--- config.mk ---
export PLATFORM = sky130hd
export DESIGN_NAME = xor_checked_frame_parser_flat
export DESIGN_NICKNAME = d
export VERILOG_FILES = /design/src/hdl/xfp_pkg.sv /design/src/hdl/xfp_if.sv /design/src/hdl/xor_checked_frame_parser.sv /design/src/flat_wrapper.sv
export VERILOG_INCLUDE_DIRS = /design/src /design/src/hdl
export SDC_FILE = /design/constraint.sdc
export NUM_CORES = 1
export LEC_CHECK = 0
export ABC_CLOCK_PERIOD_IN_PS = 12400
export BUFFER_PORTS_ARGS = -buffer_cell sky130_fd_sc_hd__buf_4
export CAP_MARGIN = 30
export CORE_MARGIN = 1.5
export CORE_UTILIZATION = 51
export CTS_CLUSTER_SIZE = 12
export DETAILED_ROUTE_END_ITERATION = 6
export GPL_TIMING_DRIVEN = 0
export HOLD_SLACK_MARGIN = 0.08
export MAX_ROUTING_LAYER = met4
export PLACE_DENSITY = 0.75
export SETUP_SLACK_MARGIN = 0.5
export SYNTH_ARGS = -nofsm -noshare
export SYNTH_HDL_FRONTEND = slang
export SYNTH_SLANG_ARGS = --single-unit
--- constraint.sdc ---
create_clock -name clk -period 12.4 [get_ports clk]
set_input_delay 3.1 -clock clk [delete_from_list [all_inputs] [get_ports clk]]
set_output_delay 3.1 -clock clk [all_outputs]
set_load 0.02 [all_outputs]
--- src/hdl/xor_checked_frame_parser_defines.svh ---
// Assertion helpers shared by the frame parser.
`ifndef XOR_CHECKED_FRAME_PARSER_DEFINES_SVH
`define XOR_CHECKED_FRAME_PARSER_DEFINES_SVH

// Condition and consequence in the same cycle.
`define XFP_ASSERT_SAME(lbl, ante, cons) \
  lbl: assert property (@(posedge clk) disable iff (!rst_n) (ante) |-> (cons)) \
    else $error("frame parser check failed");

// Consequence in the cycle after the condition.
`define XFP_ASSERT_NEXT(lbl, ante, cons) \
  lbl: assert property (@(posedge clk) disable iff (!rst_n) (ante) |=> (cons)) \
    else $error("frame parser check failed");

`endif

--- src/hdl/xfp_pkg.sv ---
package xfp_pkg;

  localparam logic [7:0] START_MARKER_RST = 8'h5B;
  localparam logic [7:0] END_MARKER_RST   = 8'h5D;
  localparam logic [3:0] ACK_CLASS_RST    = 4'hA;

  localparam int CFG_ADDR_W = 4;

  // register index (paddr[3:2])
  typedef enum logic [1:0] {
    REG_START_MARKER = 2'd0,
    REG_END_MARKER   = 2'd1,
    REG_ACK_CLASS    = 2'd2
  } cfg_reg_t;

  typedef enum logic [2:0] {
    KIND_PAYLOAD = 3'd0,
    KIND_REQ_OK  = 3'd1,
    KIND_ACK_OK  = 3'd2,
    KIND_BAD_END = 3'd3,
    KIND_BAD_SUM = 3'd4
  } kind_t;

  typedef struct packed {
    logic       req_type;
    logic [7:0] rx_byte;
  } in_item_t;

  typedef struct packed {
    kind_t       result_kind;
    logic [7:0]  cmd_type;
    logic [7:0]  cmd_param;
    logic [15:0] data_length;
    logic [7:0]  payload_byte;
    logic [15:0] payload_index;
    logic [7:0]  ack_code_high;
    logic [7:0]  ack_code_low;
  } out_item_t;

endpackage

--- src/hdl/xfp_if.sv ---
interface xfp_in_if;
  logic               valid;
  logic               ready;
  xfp_pkg::in_item_t  data;

  modport source (output valid, output data, input ready);
  modport sink   (input valid, input data, output ready);
endinterface

interface xfp_out_if;
  logic               valid;
  logic               ready;
  xfp_pkg::out_item_t data;

  modport source (output valid, output data, input ready);
  modport sink   (input valid, input data, output ready);
endinterface

--- src/hdl/xor_checked_frame_parser.sv ---
// Frame parser for start-marker delimited frames, one byte per transaction.
// in_ch  : valid/ready channel; req_type 0 carries rx_byte, req_type 1 releases
//          a pending good request so that hunting for the next frame resumes.
// out_ch : valid/ready channel; zero or one result per input transaction
//          (payload byte, request ok, ack ok, bad end marker, bad checksum).
// cfg_*  : APB-style write/read port; start_marker at 0x0, end_marker at 0x4,
//          ack_class at 0x8. Write only while the parser is idle.
// Path:   an input transaction is registered in the input register at the
//          accept edge, parsed there once the result register is free or
//          being drained, and its result, if any, is then written to the
//          result register, which drives out_ch.valid and out_ch.data.
// Throughput: one byte per cycle unless stalled by out_ch.ready; the per-byte
//          work is an 8-bit XOR and a phase update between the two registers.
// Stall: the input register holds its transaction while the result register
//          is full and not taken; in_ch.ready drops only when both are full
//          and out_ch.ready is low.
// Reset (rst_n low, synchronous): registers return to their reset values,
//          the parser hunts for a start marker, no transaction is in flight.
`include "xor_checked_frame_parser_defines.svh"

module xor_checked_frame_parser (
  input  logic                            clk,
  input  logic                            rst_n,
  xfp_in_if.sink                          in_ch,
  xfp_out_if.source                       out_ch,
  input  logic                            cfg_psel,
  input  logic                            cfg_penable,
  input  logic                            cfg_pwrite,
  input  logic [xfp_pkg::CFG_ADDR_W-1:0]  cfg_paddr,
  input  logic [31:0]                     cfg_pwdata,
  output logic [31:0]                     cfg_prdata,
  output logic                            cfg_pready
);

  typedef enum logic [2:0] {
    PH_HUNT,
    PH_HEADER,
    PH_PAYLOAD,
    PH_XOR,
    PH_END
  } phase_t;

  // configuration
  logic [7:0] start_r;
  logic [7:0] end_r;
  logic [3:0] ackc_r;

  // parser state
  phase_t      phase_r, phase_nxt;
  logic [2:0]  hdr_pos_r, hdr_pos_nxt;
  logic [7:0]  type_r, type_nxt;
  logic [7:0]  param_r, param_nxt;
  logic [7:0]  len_hi_r, len_hi_nxt;
  logic [7:0]  len_lo_r, len_lo_nxt;
  logic [7:0]  xor_r, xor_nxt;
  logic [15:0] cnt_r, cnt_nxt;
  logic        pend_r, pend_nxt;

  // input register and result register
  xfp_pkg::in_item_t  s1_r;
  logic               s1_v_r, s1_v_nxt;
  xfp_pkg::out_item_t out_r, out_nxt;
  logic               out_v_r, out_v_nxt;

  logic        adv, in_fire, fire, emit, cfg_wr;
  logic [7:0]  b;
  logic [15:0] len;
  logic [15:0] cnt_inc;

  // ---------------------------------------------------------------- config
  assign cfg_pready = 1'b1;
  assign cfg_wr     = cfg_psel && cfg_penable && cfg_pwrite && cfg_pready;

  always_comb begin
    case (cfg_paddr[3:2])
      xfp_pkg::REG_START_MARKER: cfg_prdata = {24'd0, start_r};
      xfp_pkg::REG_END_MARKER:   cfg_prdata = {24'd0, end_r};
      xfp_pkg::REG_ACK_CLASS:    cfg_prdata = {28'd0, ackc_r};
      default:                   cfg_prdata = 32'd0;
    endcase
  end

  always_ff @(posedge clk) begin
    if (!rst_n) begin
      start_r <= xfp_pkg::START_MARKER_RST;
      end_r   <= xfp_pkg::END_MARKER_RST;
      ackc_r  <= xfp_pkg::ACK_CLASS_RST;
    end else if (cfg_wr) begin
      case (cfg_paddr[3:2])
        xfp_pkg::REG_START_MARKER: start_r <= cfg_pwdata[7:0];
        xfp_pkg::REG_END_MARKER:   end_r   <= cfg_pwdata[7:0];
        xfp_pkg::REG_ACK_CLASS:    ackc_r  <= cfg_pwdata[3:0];
        default: ;
      endcase
    end
  end

  // ---------------------------------------------------------- flow control
  // The input register moves on whenever the result register is free or is
  // being drained this cycle.
  assign adv          = !out_v_r || out_ch.ready;
  assign in_ch.ready  = !s1_v_r || adv;
  assign in_fire      = in_ch.valid && in_ch.ready;
  assign fire         = s1_v_r && adv;
  assign out_ch.valid = out_v_r;
  assign out_ch.data  = out_r;

  assign b       = s1_r.rx_byte;
  assign len     = {len_hi_r, len_lo_r};
  assign cnt_inc = cnt_r + 16'd1;

  // ------------------------------------------------------------ byte parse
  always_comb begin
    phase_nxt   = phase_r;
    hdr_pos_nxt = hdr_pos_r;
    type_nxt    = type_r;
    param_nxt   = param_r;
    len_hi_nxt  = len_hi_r;
    len_lo_nxt  = len_lo_r;
    xor_nxt     = xor_r;
    cnt_nxt     = cnt_r;
    pend_nxt    = pend_r;
    emit        = 1'b0;
    out_nxt     = '0;

    if (fire) begin
      if (s1_r.req_type) begin
        // release: only acts on a pending request
        if (pend_r) begin
          pend_nxt    = 1'b0;
          phase_nxt   = PH_HUNT;
          hdr_pos_nxt = 3'd0;
          xor_nxt     = 8'd0;
          cnt_nxt     = 16'd0;
        end
      end else if (!pend_r) begin
        case (phase_r)
          PH_HUNT: begin
            if (b == start_r) begin
              phase_nxt   = PH_HEADER;
              hdr_pos_nxt = 3'd0;
              xor_nxt     = 8'd0;
              cnt_nxt     = 16'd0;
            end
          end
          PH_HEADER: begin
            if (hdr_pos_r < 3'd4) begin
              case (hdr_pos_r[1:0])
                2'd0:    type_nxt   = b;
                2'd1:    param_nxt  = b;
                2'd2:    len_hi_nxt = b;
                default: len_lo_nxt = b;
              endcase
              xor_nxt     = xor_r ^ b;
              hdr_pos_nxt = hdr_pos_r + 3'd1;
            end else begin
              hdr_pos_nxt = 3'd0;
              if (type_r[7:4] == ackc_r && b == end_r) begin
                // acknowledge: header bytes are type, code high, code low, xor
                emit                  = 1'b1;
                out_nxt.result_kind   = ((type_r ^ param_r ^ len_hi_r) == len_lo_r) ?
                                        xfp_pkg::KIND_ACK_OK : xfp_pkg::KIND_BAD_SUM;
                out_nxt.cmd_type      = type_r;
                out_nxt.ack_code_high = param_r;
                out_nxt.ack_code_low  = len_hi_r;
                phase_nxt             = PH_HUNT;
              end else begin
                xor_nxt = xor_r ^ b;
                if (len == 16'd0) begin
                  // empty payload: this byte was the checksum
                  phase_nxt = PH_END;
                end else begin
                  emit                  = 1'b1;
                  out_nxt.result_kind   = xfp_pkg::KIND_PAYLOAD;
                  out_nxt.cmd_type      = type_r;
                  out_nxt.cmd_param     = param_r;
                  out_nxt.data_length   = len;
                  out_nxt.payload_byte  = b;
                  out_nxt.payload_index = 16'd0;
                  cnt_nxt               = 16'd1;
                  phase_nxt             = (len == 16'd1) ? PH_XOR : PH_PAYLOAD;
                end
              end
            end
          end
          PH_PAYLOAD: begin
            emit                  = 1'b1;
            out_nxt.result_kind   = xfp_pkg::KIND_PAYLOAD;
            out_nxt.cmd_type      = type_r;
            out_nxt.cmd_param     = param_r;
            out_nxt.data_length   = len;
            out_nxt.payload_byte  = b;
            out_nxt.payload_index = cnt_r;
            xor_nxt               = xor_r ^ b;
            cnt_nxt               = cnt_inc;
            if (cnt_inc >= len) begin
              phase_nxt = PH_XOR;
            end
          end
          PH_XOR: begin
            xor_nxt   = xor_r ^ b;
            phase_nxt = PH_END;
          end
          PH_END: begin
            emit                = 1'b1;
            phase_nxt           = PH_HUNT;
            out_nxt.cmd_type    = type_r;
            out_nxt.cmd_param   = param_r;
            out_nxt.data_length = len;
            if (b != end_r) begin
              out_nxt.result_kind = xfp_pkg::KIND_BAD_END;
            end else if (xor_r != 8'd0) begin
              out_nxt.result_kind = xfp_pkg::KIND_BAD_SUM;
            end else begin
              out_nxt.result_kind = xfp_pkg::KIND_REQ_OK;
              pend_nxt            = 1'b1;
            end
          end
          default: begin
            phase_nxt = PH_HUNT;
          end
        endcase
      end
    end
  end

  always_comb begin
    if (in_fire) begin
      s1_v_nxt = 1'b1;
    end else if (adv) begin
      s1_v_nxt = 1'b0;
    end else begin
      s1_v_nxt = s1_v_r;
    end

    if (fire) begin
      out_v_nxt = emit;
    end else if (out_ch.ready) begin
      out_v_nxt = 1'b0;
    end else begin
      out_v_nxt = out_v_r;
    end
  end

  always_ff @(posedge clk) begin
    if (!rst_n) begin
      phase_r   <= PH_HUNT;
      hdr_pos_r <= 3'd0;
      type_r    <= 8'd0;
      param_r   <= 8'd0;
      len_hi_r  <= 8'd0;
      len_lo_r  <= 8'd0;
      xor_r     <= 8'd0;
      cnt_r     <= 16'd0;
      pend_r    <= 1'b0;
      s1_v_r    <= 1'b0;
      out_v_r   <= 1'b0;
    end else begin
      phase_r   <= phase_nxt;
      hdr_pos_r <= hdr_pos_nxt;
      type_r    <= type_nxt;
      param_r   <= param_nxt;
      len_hi_r  <= len_hi_nxt;
      len_lo_r  <= len_lo_nxt;
      xor_r     <= xor_nxt;
      cnt_r     <= cnt_nxt;
      pend_r    <= pend_nxt;
      s1_v_r    <= s1_v_nxt;
      out_v_r   <= out_v_nxt;
      // payload registers, no reset needed
      if (in_fire) begin
        s1_r <= in_ch.data;
      end
      if (fire && emit) begin
        out_r <= out_nxt;
      end
    end
  end

  // ------------------------------------------------------------ assertions
  // A pending request is only ever set on the way back to hunting.
  `XFP_ASSERT_SAME(a_pend_in_hunt, pend_r, phase_r == PH_HUNT)
  // A good request result always leaves the parser blocked until release.
  `XFP_ASSERT_NEXT(a_ok_sets_pend, emit && out_nxt.result_kind == xfp_pkg::KIND_REQ_OK, pend_r)
  // Payload phase never runs past the announced length.
  `XFP_ASSERT_SAME(a_cnt_in_len, phase_r == PH_PAYLOAD, cnt_r < len)

endmodule

--- src/flat_wrapper.sv ---
// flat-port wrapper written by rule: the top's interface ports become plain ports
module xor_checked_frame_parser_flat 
  (clk, rst_n, cfg_psel, cfg_penable, cfg_pwrite, cfg_paddr, cfg_pwdata, cfg_prdata, cfg_pready, in_ch_valid, in_ch_data, in_ch_ready, out_ch_valid, out_ch_data, out_ch_ready);
  xfp_in_if in_ch_i ();
  xfp_out_if out_ch_i ();
  input  logic clk;
  input  logic rst_n;
  input  logic cfg_psel;
  input  logic cfg_penable;
  input  logic cfg_pwrite;
  input  logic [xfp_pkg::CFG_ADDR_W-1:0] cfg_paddr;
  input  logic [31:0] cfg_pwdata;
  output logic [31:0] cfg_prdata;
  output logic cfg_pready;
  input wire logic [$bits(in_ch_i.valid)-1:0] in_ch_valid;
  input wire logic [$bits(in_ch_i.data)-1:0] in_ch_data;
  output wire logic [$bits(in_ch_i.ready)-1:0] in_ch_ready;
  output wire logic [$bits(out_ch_i.valid)-1:0] out_ch_valid;
  output wire logic [$bits(out_ch_i.data)-1:0] out_ch_data;
  input wire logic [$bits(out_ch_i.ready)-1:0] out_ch_ready;
  assign in_ch_i.valid = in_ch_valid;
  assign in_ch_i.data = in_ch_data;
  assign in_ch_ready = in_ch_i.ready;
  assign out_ch_valid = out_ch_i.valid;
  assign out_ch_data = out_ch_i.data;
  assign out_ch_i.ready = out_ch_ready;
  xor_checked_frame_parser u_core (.clk(clk), .rst_n(rst_n), .in_ch(in_ch_i), .out_ch(out_ch_i), .cfg_psel(cfg_psel), .cfg_penable(cfg_penable), .cfg_pwrite(cfg_pwrite), .cfg_paddr(cfg_paddr), .cfg_pwdata(cfg_pwdata), .cfg_prdata(cfg_prdata), .cfg_pready(cfg_pready));
endmodule
# Word level (Yosys, flattened, before mapping)
# Cells that the tools add are included.
# totals
reg_bits	169
input_bits	52
out_inout_bits	110
word_cells	154
# op_classes
add_sub_neg	2
n_lt_le_gt_ge	2
eq_ne	22
muxes	57
bitwise_logic	9
reduce_logical	38
# ops
cell	n
16-bit two-way mux	8
35-bit case mux with 3 select lines	1
75-bit two-way mux	1
56-bit two-way mux	1
48-bit two-way mux	1
8-bit two-way mux	6
16-bit case mux with 3 select lines	1
24-bit case mux with 2 select lines	1
8-bit case mux with 3 select lines	2
3-bit two-way mux	15
6-bit AND reduction	6
8-bit == test	3
8-bit XOR	3
16-bit by 1-bit adder with 16-bit output (second input constant)	1
16-bit by 1-bit == test with 1-bit output (second input constant)	1
16-bit greater-or-equal comparator	1
16-bit zero test	1
1-bit two-way mux	16
3-bit case mux with 4 select lines	1
11-bit two-way mux	1
2-bit AND reduction	5
3-bit by 2-bit != test with 1-bit output (second input constant)	3
8-bit != test	1
8-bit AND reduction	1
28 further kinds	49

# Logic depth before layout (Yosys ltp)
# logic_depth
depth_word	10
mapped_depth	12
mapped_depth_nobuf	12

# Worst setup path after synthesis
# OpenSTA, ideal clock, no wires.
# synth_timing
kind	input port to output port
startpoint	input port cfg_paddr[3] (netlist name)
endpoint	output port cfg_prdata[2]
t_arrival_ns	4.278
t_required_ns	9.300
slack_ns	5.022
stages	4
n_path_buf	2
path_cell_list	clkbuf_1 -> buf_1 -> mux2i_1 -> o21ai_0
# synth_between
elab_chain_len	2
word_cells_on_any_way	4
cone_classes	eq/ne (2); mux (1); reduce/logical (1)
# synth_rtl
element	line	source
start, declared	flat_wrapper.sv:11	input logic [xfp_pkg::CFG_ADDR_W-1:0] cfg_paddr;
2-bit == test, or another cell as far along	xor_checked_frame_parser.sv:75	case (cfg_paddr[3:2])
8-bit case mux with 3 select lines *	xor_checked_frame_parser.sv:75	
end, declared	flat_wrapper.sv:13	output logic [31:0] cfg_prdata;
# Mark *: on every way between the ends. The rest lies on a longest branch, timed or not.

# Final worst setup path
# Same ends and word-level chain as after synthesis.

==> flow_metrics.env <==
export IMPL_status="completed"
export IMPL_die_y_um=131
export IMPL_layout_commonest_cell="buf_4"
export IMPL_fin_setup_tns_ns=0
export IMPL_worstPathArrival_ns=4.46
export IMPL_start_util=0.523
export IMPL_grt_max_degree=68
export IMPL_power_density_nw_per_um2=120
export IMPL_rows=46
export IMPL_ys_ff_latch=169
export IMPL_startpoint="cfg_paddr[3]"
export IMPL_dr_pass1_iters=5
export IMPL_ir_worst_vdd_v=0.0000881
export IMPL_path_class="input pin to output port"
export IMPL_die_area_um2=17100
export IMPL_n_antenna_cell=0
export IMPL_drtAntennaViolNets=0
export IMPL_gp_congestion=0.896
export IMPL_hold_class="flip-flop to flip-flop"
export IMPL_area_growth_pct=22.1
export IMPL_ys_flop_type="dfxtp_1"
export IMPL_rsz0062_at_grt="no"
export IMPL_setup_viol=0
export IMPL_tritoncts="built"
export IMPL_drc_errors=0
export IMPL_tightest_slew_ns=1.02
export IMPL_cts_buffers=17
export IMPL_cap_viol_max_count=0
export IMPL_post_drt_wl_per_cell_um=16.1
export IMPL_slew_headroom=0.320
export IMPL_multiInputGateArea_um2=3730
export IMPL_r2r_slack_ns=9.03
export IMPL_endpoint_kind="output port"
export IMPL_synth_top_area_cell="edfxtp_1"
export IMPL_drt_initial_drc_count=442
export IMPL_synth_area_per_cell_um2=10.4
export IMPL_gr_total_overflow=0
export IMPL_io_buffers=109
export IMPL_synth_top_cell_area_share=0.304
export IMPL_grt_pass1_vias=5767
export IMPL_worst_ep_required_time_ns=9.30
export IMPL_mostFrequentLayoutCells="buf_4 (134), dfxtp_1 (85), edfxtp_1 (84)"
export IMPL_grt_pass1_wl_mm=29.8
export IMPL_hpwl_mm=13.6
export IMPL_period_share=0.610
export IMPL_syn_cell_area_um2=8310
export IMPL_hp_start="u_core.xor_r[4]"
export IMPL_hold_end="u_core.xor_r[4]"
export IMPL_switchingPower_mw=0.255
export IMPL_yosysUniqueCellTypes=58
export IMPL_cts_resized=0
export IMPL_synthCells=799
export IMPL_cts_buffer_depth=2
export IMPL_finalPower_mw=1.22
export IMPL_clk_pin_slew_ns=0.06
export IMPL_r2r_cells=12
export IMPL_clk_latency_ns=0.43
export IMPL_final_min_clock_period_ns=7.56
export IMPL_holdBufCountCts=0
export IMPL_async_flop_share=0
export IMPL_p_leak_nw=4.21
export IMPL_cp_start_kind="input pin"
export IMPL_io_pins=162
export IMPL_finClkSkew_ns=0.0110
export IMPL_regArea_um2=4220
export IMPL_dr_total_vias=6091
export IMPL_power_frac_seq=0.483
export IMPL_antenna_found_initial=0
export IMPL_clockRootBuffer="clkbuf_16"
export IMPL_r2r_start="u_core.cnt_r[0]"
export IMPL_nFillCells=1335
export IMPL_coreArea_um2=15900
export IMPL_r2r_end="u_core.phase_r[0]"
export IMPL_drive_gt1_frac=0.203
export IMPL_yosys_warnings=0
export IMPL_fmax_ghz=0.132
export IMPL_grtUsageTotal=0.239
export IMPL_worstHoldPathCells=1
export IMPL_finalHoldViolations=0
export IMPL_final_nets=1025
export IMPL_wirelength_mm=19.0
export IMPL_clkSinkCount=169
export IMPL_synthTopCellsByArea="edfxtp_1 (30%), dfxtp_1 (20%), and2_1 (5.6%)"
export IMPL_cp_max_fo=10
export IMPL_synth_edf_count=84
export IMPL_combPwrFrac=0.053
export IMPL_cts_max_level=4
export IMPL_ys_seq_area_frac=0.508
export IMPL_postCtsSetupRepairBufs=0
export IMPL_clkPwrFrac=0.465
export IMPL_finalMaxSlewViolations=0
export IMPL_p_int_mw=0.961
export IMPL_switching_share=0.210
export IMPL_die_w_um=131
export IMPL_viasPerCell=5.16
==> metrics by stage <==
stage	instances	util	setup slack, ns	hold slack, ns	cell area [um2]
final	1180	0.639	4.84	0.485	10100
after CTS	1180	0.639	4.85	0.483	10100
after global routing	1180	0.639	4.69	0.493	10100
after detailed placement	1148	0.599	4.86	0.475	9520
after floorplan	822	-	5.02	0.445	8400
after global placement	1147	0.597	4.88	0.461	9490
==> routing by layer <==
metal  wire [um]  track usage  up-vias  share of wire
li1            -            -     3042              -
met1        8320        0.304     2804           0.44
met2        9160        0.381      214           0.48
met3        1100       0.0391       31          0.058
met4         399       0.0970        0          0.021
met5           0            -        -              0
==> layout make-up <==
class / instances / area share
tap: 216 / 0.0266
buffer: 61 / 0.0365
inverter: 21 / 0.00777
multi-input combinational: 571 / 0.367
clock inverter: 9 / 0.0158
clock buffer: 23 / 0.0463
timing repair buffer: 110 / 0.0834
sequential: 169 / 0.416
==> how the worst max path moves through the flow <==
stage	end	slack [ns]	cells after the start
floorplan	cfg_prdata[2]	5.02	4
global placement	cfg_prdata[3]	4.88	5
detailed placement	cfg_prdata[2]	4.86	5
CTS	cfg_prdata[2]	4.85	5
global route	cfg_prdata[3]	4.69	5
finish	cfg_prdata[2]	4.84	5
==> flip-flops by register name (all words and copies together) (netlist names) <==
| register | cells |
|---|---|
| u_core.type_r | 8 |
| u_core.b | 8 |
| u_core.phase_r | 3 |
| u_core.out_ch.data | 75 |
| u_core.pend_r | 1 |
| u_core.param_r | 8 |
| u_core.end_r | 8 |
| u_core.start_r | 8 |
| u_core.ackc_r | 4 |
| u_core.s1_r | 1 |
| u_core.s1_v_r | 1 |
| u_core.hdr_pos_r | 3 |
| u_core.xor_r | 8 |
| u_core.len_hi_r | 8 |
| u_core.cnt_r | 16 |
| u_core.out_ch.valid | 1 |
| u_core.len_lo_r | 8 |
==> Yosys cell counts, types with 3 or more instances <==
| master | instances |
|---|---|
| dfxtp_1 | 85 |
| buf_6 | 3 |
| o21ai_2 | 5 |
| o21ai_1 | 6 |
| clkbuf_1 | 19 |
| nor3_1 | 13 |
| xor2_1 | 11 |
| nand2_1 | 83 |
| o21ai_0 | 26 |
| and3_1 | 4 |
| a2111oi_0 | 3 |
| a21boi_0 | 8 |
| o211ai_1 | 10 |
| nor4_1 | 9 |
| o21a_1 | 3 |
| or3_1 | 3 |
| a21oi_1 | 9 |
| buf_2 | 11 |
| a31oi_4 | 3 |
| buf_4 | 25 |
| ha_1 | 22 |
| edfxtp_1 | 84 |
| mux2i_1 | 43 |
| nor2b_1 | 36 |
| and2_1 | 74 |
| nand3_1 | 41 |
| a21o_1 | 5 |
| nand2b_1 | 6 |
| nor2_1 | 33 |
| xnor2_1 | 48 |
| nand4_1 | 14 |
| inv_1 | 21 |
==> power by group through the flow <==
stage	logic [mW]	clock network (mW)	registers, mW
floorplan	0.0432	0	0.599
global placement	0.0631	0	0.599
detailed placement	0.0633	0	0.599
CTS	0.0636	0.572	0.587
global route	0.0696	0.595	0.587
finish	0.0643	0.565	0.587
==> worst max-delay path, stage by stage <==
cell and delay [ns]:
clkbuf_1 0.30, buf_1 0.45, mux2i_1 0.14, o21ai_0 0.26, buf_4 0.20
==> kinds of logic after synthesis <==
| kind of cell | count (synthesis) | synth area share |
|---|---|---|
| multiplexers | 43 | 0.0518 |
| AND/OR/NAND/NOR | 329 | 0.209 |
| buffers and inverters | 82 | 0.0540 |
| AO/OA/AOI/OAI | 93 | 0.0804 |
| other | 2 | 0.000904 |
| flip-flops | 169 | 0.508 |
| XOR/XNOR | 59 | 0.0622 |
| adder cells (fa/ha/maj) | 22 | 0.0331 |
(Power assumes the default switching activity.)
